[config.mk]
export PLATFORM = sky130hd
export DESIGN_NAME = ras_ctrl
export DESIGN_NICKNAME = d
export VERILOG_FILES = /design/src/design/ras_pkg.sv /design/src/design/ras_ctrl.sv
export SDC_FILE = /design/constraint.sdc
export NUM_CORES = 1
export LEC_CHECK = 0
export BUFFER_PORTS_ARGS = -buffer_cell sky130_fd_sc_hd__buf_2
export CAP_MARGIN = 10
export CORE_MARGIN = 2
export CORE_UTILIZATION = 40
export DETAILED_ROUTE_END_ITERATION = 12
export PLACE_DENSITY = 0.69
export SYNTH_ARGS = -nofsm -noshare
export SYNTH_HDL_FRONTEND = slang
export SYNTH_SLANG_ARGS = --single-unit
[constraint.sdc]
create_clock -name clk -period 1.9 [get_ports clk]
set_input_delay 0.38 -clock clk [delete_from_list [all_inputs] [get_ports clk]]
set_output_delay 0.38 -clock clk [all_outputs]
set_load 0.05 [all_outputs]
[src/design/ras_pkg.sv]
// shared types, codes and defaults for the rectangle alignment snap unit
package ras_pkg;

  localparam int COORD_BITS_DEF  = 24;
  localparam int MAX_TARGETS_DEF = 64;
  localparam int THR_W           = 23;
  localparam logic [THR_W-1:0] THR_RESET = 23'd128;

  localparam int PADDR_W = 3;
  localparam int PDATA_W = 32;
  localparam logic [0:0] REG_SNAP_THRESHOLD = 1'b0;

  localparam logic [1:0] OP_CLEAR  = 2'd0;
  localparam logic [1:0] OP_APPEND = 2'd1;
  localparam logic [1:0] OP_QUERY  = 2'd2;

  typedef struct packed {
    logic we;
    logic re;
    logic start;
    logic upd;
    logic fit;
    logic sel;
    logic load;
  } cmd_t;

  typedef struct packed {
    logic out_full;
  } stat_t;

endpackage

[src/design/ras_ctrl.sv]
// controller: operation decode, table fill count and query sequencing
module ras_ctrl #(
  parameter int MAX_TARGETS = ras_pkg::MAX_TARGETS_DEF,
  parameter int AW = (MAX_TARGETS > 1) ? $clog2(MAX_TARGETS) : 1,
  parameter int CW = $clog2(MAX_TARGETS + 1)
) (
  input  logic           clk,
  input  logic           rst,
  input  logic           in_valid,
  input  logic [1:0]     operation,
  output logic           in_ready,
  output ras_pkg::cmd_t  cmd,
  input  ras_pkg::stat_t stat,
  output logic [AW-1:0]  waddr,
  output logic [AW-1:0]  raddr
);
  import ras_pkg::*;

  localparam logic [2:0] S_IDLE = 3'd0;
  localparam logic [2:0] S_SCAN = 3'd1;
  localparam logic [2:0] S_WAIT = 3'd2;
  localparam logic [2:0] S_FIT  = 3'd3;
  localparam logic [2:0] S_SEL  = 3'd4;
  localparam logic [2:0] S_OUT  = 3'd5;

  logic [2:0]    state, state_next;
  logic [CW-1:0] count;
  logic [AW-1:0] ai;
  logic          re_d;
  logic          xfer, last;

  assign in_ready = (state == S_IDLE);
  assign xfer     = in_valid && in_ready;
  assign last     = (CW'(ai) == count - CW'(1));
  assign waddr    = count[AW-1:0];
  assign raddr    = ai;

  always_comb begin
    cmd        = '0;
    state_next = state;
    cmd.upd    = re_d;
    unique case (state)
      S_IDLE: begin
        if (xfer) begin
          cmd.we    = (operation == OP_APPEND) && (count < CW'(MAX_TARGETS));
          cmd.start = (operation == OP_QUERY);
          if (operation == OP_QUERY) state_next = (count == '0) ? S_WAIT : S_SCAN;
        end
      end
      S_SCAN: begin
        cmd.re = 1'b1;
        if (last) state_next = S_WAIT;
      end
      S_WAIT: state_next = S_FIT;
      S_FIT: begin
        cmd.fit    = 1'b1;
        state_next = S_SEL;
      end
      S_SEL: begin
        cmd.sel    = 1'b1;
        state_next = S_OUT;
      end
      S_OUT: begin
        if (!stat.out_full) begin
          cmd.load   = 1'b1;
          state_next = S_IDLE;
        end
      end
      default: state_next = S_IDLE;
    endcase
  end

  always_ff @(posedge clk) begin
    if (rst) begin
      state <= S_IDLE;
      count <= '0;
      ai    <= '0;
      re_d  <= 1'b0;
    end else begin
      state <= state_next;
      re_d  <= cmd.re;
      if (xfer && operation == OP_CLEAR) count <= '0;
      else if (cmd.we) count <= count + CW'(1);
      if (cmd.start) ai <= '0;
      else if (cmd.re) ai <= ai + AW'(1);
    end
  end

  a_count_range: assert property (@(posedge clk) disable iff (rst)
    count <= CW'(MAX_TARGETS)) else $error("target count beyond table depth");
  a_read_filled: assert property (@(posedge clk) disable iff (rst)
    cmd.re |-> (CW'(ai) < count)) else $error("scan reads an unfilled entry");
  a_load_free: assert property (@(posedge clk) disable iff (rst)
    cmd.load |-> !stat.out_full) else $error("result loaded over a waiting result");
  a_upd_follows: assert property (@(posedge clk) disable iff (rst)
    cmd.re |=> cmd.upd) else $error("read data not consumed");

endmodule
==> reports/summary.txt <==
Register area share after synthesis: 0.3185
WP data arrival: 1.42 ns
Critical Path Slowest Stage Cell: dfxtp_2
Fin crit period: 1.803 ns
Post-synthesis compound-gate area fraction: 0.05386
Port Buffer Count: 25
Post-Synth XOR/XNOR Area: 0.1639
Crit Path Category: reg2out
Syn_area_per_cell: 8.831 um2
Routability Congestion: 0.7820
CP max FO: 8
Clock latency on the worst-skew pair: 0.30 ns
Crit start category: flip-flop
Peak supply drop: 0.0003869 V
Initial antenna violation count: 0
Fin nets: 156
Final Non-Filler Cells: 175
Die Area: 3101 um2
Endpoints failing setup: 0
Die Span Y: 55.69 um
Max cap viols: 0
Die X: 55.69 um
Tot GR Track Use: 0.1553
Leakage: 0.5821 nW
Ys flop type: dfxtp_1
Area of the core: 2500 um2
Clock slew at reported path FFs: 0.10 ns
Crit path largest cell delay: 0.39 ns
Initial drt markers: 12
Setup Skew: 0.005808 ns
Mapped Nets: 131
First-pass GRT wire length: 3912 um
Largest family of logic cells by synthesized area: simple AND/OR/NAND/NOR gates
P&R area growth vs syn: 17.33%
Required time worst endpoint: 1.52 ns
Post-synthesis mux area share: 0.01874
Fraction of layout cells with a size suffix above 1: 0.3517
Drt wl/cell: 12.16 um
Std-Cell Rows: 18
Largest net degree at the start of global routing: 11
RSZ-0062 raised after global routing: false
CP Cell Sequence: nor3_4 -> and4b_1 -> clkbuf_4
Antenna diode count: 0
Hold Slack: 0.3111 ns
CTS tree: built
Final Util: 0.5015
Synth Area in Adders: 0.04684
Mapped Area: 1069 um2
Final Hold Viols: 0
Tcrit/Tclk final: 0.9489
Post-synth ARST share: 0
Io pins: 26
CTS Sinks: 17
Vias in the first global route: 904
Root Driver: clkbuf_4
Status: finished clean
Global route total overflow: 0
H-tree level count: 1
Cell Pwr Density: 552.0 nW/um2
Clk buf depth: 2
Final Max Slew Viols: 0
DRC Markers: 0
Setup bufs post-CTS: 0
Final HPWL DP: 1671 um
Synth cell types: 35
HP Class: in2reg
Rel. slew slack: 0.6411
Setup TNS: 0 ns
Final WL: 2128 um
EDFF count, synth: 0
Initial Util: 0.4274
Slew @ Worst Pin: 0.5372 ns
Post-synthesis register bit count: 17
Pre-antenna DRT Iters: 4
Via count: 881
Fmax: 554.6 MHz
Num CTS Buffers: 3
Antenna Violating Nets Remaining: 0
Critical path capture point type: primary output
Power Total: 692.0 uW
Synth Warn #: 0
Filler cells: 248
Post-Synth Simple-Gate Area: 0.2916
Vias/cell: 5.034
Post-synthesis cell count: 121
Placed instance count: 171
through the flow:
stage	cell area, um2	setup WS, ns
final	1254	0.09705
after CTS	1250	0.008006
after detailed placement	1222	0.1924
after floorplan	1105	0.02874
after global placement	1222	0.2303
after global routing	1254	0.01921
synth_stat cells (all sizes together), types with 3 or more instances:
master,n,share of area
a31oi,3,0.018
buf,12,0.093
dfxtp,17,0.32
ha,4,0.047
inv,3,0.011
nand2,7,0.025
nand4,4,0.023
nor2,19,0.067
nor3,7,0.047
xnor2,8,0.066
xor2,12,0.098
metal layers:
layer  wire length (um)  up-vias  global-route usage  part of all wire
met5                  0        -                   0                 0
met4                 42        0             0.07317             0.020
met3                 96        5             0.03256             0.045
met2               1010       15              0.2602              0.47
met1                978      406              0.1886              0.46
li1                   -      455                   -                 -
cell families after synthesis:
logic type | after synthesis
mux | 2
simple gates | 54
xor+xnor | 20
fa+ha+maj | 4
flops | 17
buf+inv | 16
compound gates | 8
final cells by class:
cell class,instances,area (um2),share of cell area
clock inverters,1,5.005,0.003992
repair buffers,33,187.7,0.1497
clock buffers,3,22.52,0.01796
inverters,3,11.26,0.008982
multi-input cells,88,646.9,0.5160
flip-flops and latches,17,342.8,0.2735
well taps,30,37.54,0.02994
critical path: cells and delay by family (launching register included):
kind | cells | cell delay, ns
buf+inv | 1 | 0.24
simple gates | 2 | 0.50
flops | 1 | 0.39
path summary, 6_finish.rpt:
path | startpoint | end | slack (ns) | cells after the start
worst min register to register | raddr[1] | raddr[1] | 0.59 | 2
worst min-delay path | rst | re_d | 0.31 | 2
worst max-delay path | state[0] | cmd[6] | 0.1 | 3
worst max register to register | count[2] | state[0] | 0.19 | 5
report_power, final:
group | total [mW] | internal, mW | switching [mW]
Combinational | 0.120 | 0.0467 | 0.0736
Clock | 0.198 | 0.0784 | 0.119
Sequential | 0.374 | 0.362 | 0.0116
registers in the layout, indices dropped and copies added, names as in the netlist:
name and cells:
count 7, raddr 6, state 3, re_d 1
timing repair:
item	4_1_cts	5_1_grt
setup endpoints to repair	0	2
hold buffers	0	0
resized for setup	0	2
layout by cell type, fill, tap and decap left out, drive strengths merged, types with 3 or more instances in the layout:
cell,synthesis,layout
nand4,4,4
dfxtp,17,17
ha,4,4
xor2,12,12
nand2,7,7
a31oi,3,3
xnor2,8,8
buf,12,32
nor3,7,7
inv,3,3
nor2,19,19
clkbuf,1,4
(Power assumes the default switching activity.)
